File: config.mk
export PLATFORM = sky130hd
export DESIGN_NAME = ljg_div
export DESIGN_NICKNAME = d
export VERILOG_FILES = /design/src/rtl/core/ljg_pkg.sv /design/src/rtl/core/ljg_div.sv
export SDC_FILE = /design/constraint.sdc
export NUM_CORES = 1
export LEC_CHECK = 0
export BUFFER_PORTS_ARGS = -buffer_cell sky130_fd_sc_hd__buf_4
export CORE_UTILIZATION = 47
export CTS_CLUSTER_DIAMETER = 200
export DETAILED_ROUTE_END_ITERATION = 7
export PLACE_DENSITY_LB_ADDON = 0.2
export SLEW_MARGIN = 25
export SYNTH_ARGS = -nofsm -noshare
export SYNTH_HDL_FRONTEND = slang
export SYNTH_SLANG_ARGS = --single-unit
File: constraint.sdc
create_clock -name clk -period 7.5 [get_ports clk]
set_input_delay 0 -clock clk [delete_from_list [all_inputs] [get_ports clk]]
set_output_delay 0 -clock clk [all_outputs]
set_load 0.02 [all_outputs]
File: src/rtl/core/ljg_pkg.sv
// Shared types, constants and helper functions for the Lennard-Jones gradient block.
// No dependencies.
package ljg_pkg;

    localparam int MAX_PARTICLES_DEF = 64;

    localparam int CFG_IDX_W = 2;
    localparam logic [CFG_IDX_W-1:0] REG_SIGMA_SQ    = 2'd0;
    localparam logic [CFG_IDX_W-1:0] REG_FORCE_SCALE = 2'd1;
    localparam logic [31:0] SIGMA_SQ_RST    = 32'h0100_0000;
    localparam logic [31:0] FORCE_SCALE_RST = 32'h0100_0000;

    localparam logic CMD_LOAD  = 1'b0;
    localparam logic CMD_QUERY = 1'b1;
    localparam logic AXIS_X    = 1'b0;
    localparam logic AXIS_Y    = 1'b1;

    localparam logic [1:0] STATUS_OK    = 2'd0;
    localparam logic [1:0] STATUS_SAT   = 2'd1;
    localparam logic [1:0] STATUS_COINC = 2'd2;

    localparam logic [63:0] SMAX = 64'h7FFF_FFFF_FFFF_FFFF;
    localparam logic [63:0] SMIN = 64'h8000_0000_0000_0000;

    typedef struct packed {
        logic               command;
        logic [5:0]         particle_index;
        logic signed [31:0] coord_x;
        logic signed [31:0] coord_y;
        logic [31:0]        mass_value;
        logic               component;
        logic [6:0]         particle_count;
    } item_t;

    typedef struct packed {
        logic signed [63:0] gradient;
        logic signed [63:0] acceleration;
        logic [1:0]         status;
    } result_t;

    typedef struct packed {
        logic        start;
        logic [63:0] a;
        logic [63:0] b;
    } mul_req_t;

    typedef struct packed {
        logic         done;
        logic [127:0] prod;
    } mul_rsp_t;

    typedef struct packed {
        logic        start;
        logic [63:0] hi;
        logic [63:0] lo;
        logic [63:0] den;
    } div_req_t;

    typedef struct packed {
        logic        done;
        logic        sat;
        logic [63:0] quo;
    } div_rsp_t;

    typedef struct packed {
        logic        sat;
        logic [63:0] val;
    } sat_val_t;

    typedef enum logic [4:0] {
        ST_IDLE,
        ST_RD_I,
        ST_NEXT,
        ST_LOAD_K,
        ST_SQX,
        ST_SQY,
        ST_DIV_U,
        ST_MUL_UU,
        ST_MUL_S6,
        ST_MUL_S12,
        ST_T_CALC,
        ST_DIV_F,
        ST_MUL_TERM,
        ST_ACCUM,
        ST_FIN,
        ST_MUL_G,
        ST_G_ABS,
        ST_DIV_A,
        ST_WB
    } state_t;

    function automatic sat_val_t q32(input logic [127:0] p);
        sat_val_t r;
        r.sat = |p[127:96];
        r.val = r.sat ? '1 : p[95:32];
        return r;
    endfunction

    function automatic sat_val_t to_signed(input logic [63:0] mag, input logic neg);
        sat_val_t r;
        logic [63:0] m;
        r.sat = 1'b0;
        m = mag;
        if (neg) begin
            if (m > SMIN) begin
                r.sat = 1'b1;
                m = SMIN;
            end
            r.val = (~m) + 64'd1;
        end else begin
            if (m > SMAX) begin
                r.sat = 1'b1;
                m = SMAX;
            end
            r.val = m;
        end
        return r;
    endfunction

    function automatic sat_val_t add_sat(input logic [63:0] a, input logic [63:0] b);
        sat_val_t r;
        logic [63:0] s;
        s = a + b;
        r.sat = (a[63] == b[63]) && (s[63] != a[63]);
        r.val = r.sat ? (a[63] ? SMIN : SMAX) : s;
        return r;
    endfunction

endpackage

File: src/rtl/core/ljg_div.sv
// Bit-serial 128-by-64 unsigned restoring divider, saturating quotient.
// Depends on ljg_pkg.
module ljg_div
    import ljg_pkg::*;
(
    input  logic     clk,
    input  logic     rst_n,
    input  div_req_t req,
    output div_rsp_t rsp
);

    localparam int DIV_STEPS = 64;
    localparam int STEP_W    = $clog2(DIV_STEPS);

    logic              busy_reg;
    logic              done_reg;
    logic [STEP_W-1:0] cnt_reg;
    logic [63:0]       rem_reg;
    logic [63:0]       lo_reg;
    logic [63:0]       den_reg;
    logic [63:0]       quo_reg;
    logic              sat_reg;
    logic              bad;
    logic [63:0]       shifted;
    logic              take;
    logic [63:0]       rem_step;

    assign bad      = (req.den == 64'd0) || (req.hi >= req.den);
    assign shifted  = {rem_reg[62:0], lo_reg[63]};
    assign take     = rem_reg[63] || (shifted >= den_reg);
    assign rem_step = take ? shifted - den_reg : shifted;

    always_ff @(posedge clk or negedge rst_n)
    begin
        if (!rst_n)
        begin
            busy_reg <= 1'b0;
            done_reg <= 1'b0;
            cnt_reg  <= '0;
        end
        else if (req.start)
        begin
            busy_reg <= !bad;
            done_reg <= bad;
            cnt_reg  <= '0;
        end
        else if (busy_reg)
        begin
            cnt_reg <= cnt_reg + 1'b1;
            if (cnt_reg == STEP_W'(DIV_STEPS - 1))
            begin
                busy_reg <= 1'b0;
                done_reg <= 1'b1;
            end
        end
        else
        begin
            done_reg <= 1'b0;
        end
    end

    always_ff @(posedge clk)
    begin
        if (req.start)
        begin
            rem_reg <= req.hi;
            lo_reg  <= req.lo;
            den_reg <= req.den;
            quo_reg <= bad ? '1 : '0;
            sat_reg <= bad;
        end
        else if (busy_reg)
        begin
            rem_reg <= rem_step;
            lo_reg  <= {lo_reg[62:0], 1'b0};
            quo_reg <= {quo_reg[62:0], take};
        end
    end

    assign rsp.done = done_reg;
    assign rsp.sat  = sat_reg;
    assign rsp.quo  = quo_reg;

endmodule

# Word-level counts from Yosys, hierarchy flattened
# Cells that the tools add are included.
# word_totals
output_inout_bits,66
inputBits,195
register_bits,265
# classes
n_mux,16
addsub,2
reduce_logical,5
eq_ne,2
order_cmp,2
# op_table
operator,count
two-way mux 64 bit,8
greater-or-equal comparator 64 bit,2
zero test 64 bit,1
subtractor 64 bit,1
two-way mux 6 bit,2
"adder 6 x 1 -> 6 bit, second input constant",1
"== test 6 bit, second input constant",1
two-way mux 1 bit,6
"!= test 3 x 2 -> 1 bit, second input constant",1
logical OR 1 bit,2
nonzero test 2 bit,1
zero test 1 bit,1

# Logic depth before layout (Yosys ltp)
# depth
ltp_word,5
ltp_mapped,15
depth_no_buf,13

# Least setup slack after synthesis
# OpenSTA, ideal clock, no wires.
# synth_timing
path_type,input port to flip-flop
start,in req[192] (netlist bit)
end,reg lo_reg[0] (enable)
required_ps,5970
t_arrival_ps,4023
path_buffers,3
path_slack_ps,1948
setup_ps,1530
cell_stages,5
path_cell_list,clkbuf_1 > inv_1 > clkbuf_1 > clkbuf_1 > nand2_1
# synth_between
elab_chain_cells,1
# synth_rtl
element,line_no,rtl
"start, declared",ljg_div.sv:8,"input div_req_t req,"
nonzero test 2 bit (no source line),-,
"end signal, assigned",ljg_div.sv:67,lo_reg <= req.lo;
"end signal, assigned",ljg_div.sv:75,"lo_reg <= {lo_reg[62:0], 1'b0};"
"end, declared",ljg_div.sv:19,logic [63:0] lo_reg;
# Every way passes these cells.
# A chain may end at the register's enable or synchronous reset.

# Worst setup path after layout
# layout_timing
start,reg rem_reg[3]
end,"reg rem_reg[61], data pin"
# layout_between
elab_chain_cells,5
elab_cells_between_ends,6
classes_between,add/sub: 1; order compare: 1; mux: 3; reduce/logical: 1
# layout_rtl
element,line_no,rtl
"start, declared",ljg_div.sv:18,logic [63:0] rem_reg;
"start signal, assigned",ljg_div.sv:66,rem_reg <= req.hi;
"start signal, assigned",ljg_div.sv:74,rem_reg <= rem_step;
greater-or-equal comparator 64 bit,ljg_div.sv:30,assign take = rem_reg[63] || (shifted >= den_reg);
logical OR 1 bit,ljg_div.sv:30,
two-way mux 64 bit (*),ljg_div.sv:31,assign rem_step = take ? shifted - den_reg : shifted;
two-way mux 64 bit (*),ljg_div.sv:72,else if (busy_reg)
two-way mux 64 bit (*),ljg_div.sv:64,if (req.start)
# Mark *: on every way between the ends. The rest lies on a longest branch, timed or not. The select of a mux whose other input is x is not followed.

==> metrics.txt <==
CTS Buf Count 31; max-capacitance violation count 0; status finished clean; IO Port Bufs 260; Worst-Skew Late Latency 590 ps; CTS tree built; register area share after synthesis 47.6%; Register-to-Register Path Depth 12; Netlist cell types 68; initial antenna violation count 5; fin crit share 58.3%; routed wire length 46200 um; HPWL Detailed 31800 um; ratio of cells with drive above 1 in the final layout 19.0%; CP Launch Type flop; 1st-pass router iterations 5; die height 190 um; ys flop type edfxtp_1; f_max 229 MHz; Storage cell area 7920 sq um; Max Fanout on Critical Path 61; Via density 5.48; Layout area overhead 31.4%; Mapped Cells 1600; syn_area_per_cell 10.4 sq um; I/O Pins 261; Hold Crit Depth 2; htree depth 1; leakage 9.39 nW; Initial Util 47.9%; most used routing layer met2; post-CTS sizing 0; clock slew at reported path FFs 60 ps; Die Wd 190 um; grt met1 use 31.4%; post-synth design cell area 16600 sq um; initial drt markers 769; fill count 2837; WP data required 7840 ps; routability cong. 0.899; CP Data Arrival Time 4710 ps; core area 34700 sq um; unrepaired setup endpoints after global routing no; fin crit period 4370 ps; drc violations 0; vias in the first global route 13800; Clock Sinks 265; Power Density 305 nW/um^2; Max VDD drop 0.246 mV; via count 13700; final setup vio count 0; area of the multi-input gates 7770 sq um; Area after DPL 18900 sq um; clk_skew 13.5 ps; met3 Use GR 5.53%; ys async rst share 3.02%; Nets 2337; largest net degree at the start of global routing 184; remaining antenna violation count 0; Slew HR 33.5%; worst hold-check path type in -> reg; register bit total from synthesis 265; final hold vios 0; Die ar. 36100 sq um; final setup TNS 0 ps; met2 global-route usage 43.2%; clk root buf clkbuf_16; Yosys Warn Count 0; synthesized net count 1925; Crit Path Category reg -> reg; Worst setup EP type flop; GRT Total Usage 25.1%; Final Instance Area 21900 sq um; Slew @ Worst Pin 997 ps; number of core rows 68; CTS max path bufs 3; first-pass GRT wire length 71800 um; DR WL/cell 18.5 um; EDFF count, synth 257; grt ovf 0; fin. max-slew vios 0
==> per-stage QoR <==
stage / cells / hold slack, ps / setup WS, ps / util (%) / total power (W)
after floorplan: 1600 / -296 / 1950 / - / 0.00431
after global placement: 2239 / -176 / 3140 / 54.4 / 0.00500
after CTS: 2489 / 123 / 3170 / 63.0 / 0.00666
after global routing: 2493 / 132 / 2780 / 63.0 / 0.00708
after detailed placement: 2239 / -176 / 3190 / 54.5 / 0.00504
final: 2493 / 149 / 3130 / 63.0 / 0.00667
==> worst paths after layout <==
check                                     startpoint                endpoint  slack (ps)
worst max-delay path            rem_reg[3]$_DFFE_PP_   rem_reg[61]$_DFFE_PP_        3130
worst min register to register  quo_reg[3]$_DFFE_PP_    quo_reg[4]$_DFFE_PP_         540
min in group asynchronous                      rst_n  cnt_reg[2]$_DFFE_PN0P_         420
worst min-delay path                         req[47]   den_reg[47]$_DFFE_PP_         150
max in group asynchronous                      rst_n      busy_reg$_DFF_PN0_        6800
worst max register to register  rem_reg[3]$_DFFE_PP_   rem_reg[61]$_DFFE_PP_        3130
==> what timing repair did <==
item | 4_1_cts | 5_1_grt
setup buffers | 0 | 0
hold buffers | 195 | 0
endpoints found under the hold margin | 204 | 0
==> kinds of logic after synthesis <==
logic type / Yosys count / share of synthesized area, %
AO/OA/AOI/OAI: 491 / 19.0
XOR/XNOR: 52 / 2.74
adder cells (fa/ha/maj): 130 / 9.82
buffers and inverters: 246 / 5.79
flip-flops: 265 / 47.6
multiplexers: 77 / 5.11
AND/OR/NAND/NOR: 339 / 9.94
==> routing by layer <==
metal | part of all wire [%] | vias up
met3 | 6.1 | 65
met4 | 2.8 | 0
met1 | 43 | 6494
met5 | 0 | -
li1 | - | 6727
met2 | 48 | 384
==> synthesized netlist by cell type, types with 25 or more instances <==
cell      number  share of area, %
inv_1        163               3.7
clkbuf_1      60               1.4
o21a_1        84               3.8
mux2_2        64               4.3
xnor2_1       27               1.4
nor3_1        27              0.81
nor2_1        80               1.8
nand4_1       43               1.6
a21oi_1      148               4.5
ha_1         129               9.7
xor2_1        25               1.3
a21o_1        58               2.6
o21ai_0       81               2.4
edfxtp_1     257                46
nand2_1       98               2.2
==> critical path: stages (launching register included) <==
cell and delay [ps]:
edfxtp_1 390, ha_1 380, and2_1 220, a221o_1 350, nor2_2 150, o21ai_1 120, o21ai_1 230, a31oi_1 160
o41ai_4 210, buf_4 540, buf_4 620, inv_2 340, o311a_1 370
==> power by group <==
group	leakage, nW	switching [W]	internal (W)
sequential	2.69	0.000157	0.00202
clock	0.488	0.000629	0.000894
combinational	6.21	0.00174	0.00123
==> cells in the final DEF, fill, tap and decap left out, types with 16 or more instances in the layout <==
cell,Yosys,layout
buf_4,3,263
edfxtp_1,257,257
dlygate4sd3_1,0,195
inv_1,163,163
a21oi_1,148,148
ha_1,129,129
nand2_1,98,97
o21a_1,84,84
o21ai_0,81,81
nor2_1,80,80
mux2_2,64,64
a21o_1,58,58
nand4_1,43,43
clkbuf_16,0,31
nor3_1,27,27
xnor2_1,27,27
xor2_1,25,25
nand3_1,21,21
nor4_1,18,18
a211oi_1,16,16
==> final cells by class <==
| cell class | count | area share (%) |
|---|---|---|
| repair buffers | 461 | 18.2 |
| diodes | 4 | 0.0458 |
| clock buffers | 38 | 3.67 |
| clock inverters | 17 | 0.916 |
| multi-input cells | 1089 | 35.5 |
| well taps | 455 | 2.60 |
| flip-flops and latches | 265 | 36.2 |
| inverters | 164 | 2.82 |
Note: power is estimated with default switching activity, not from simulation.
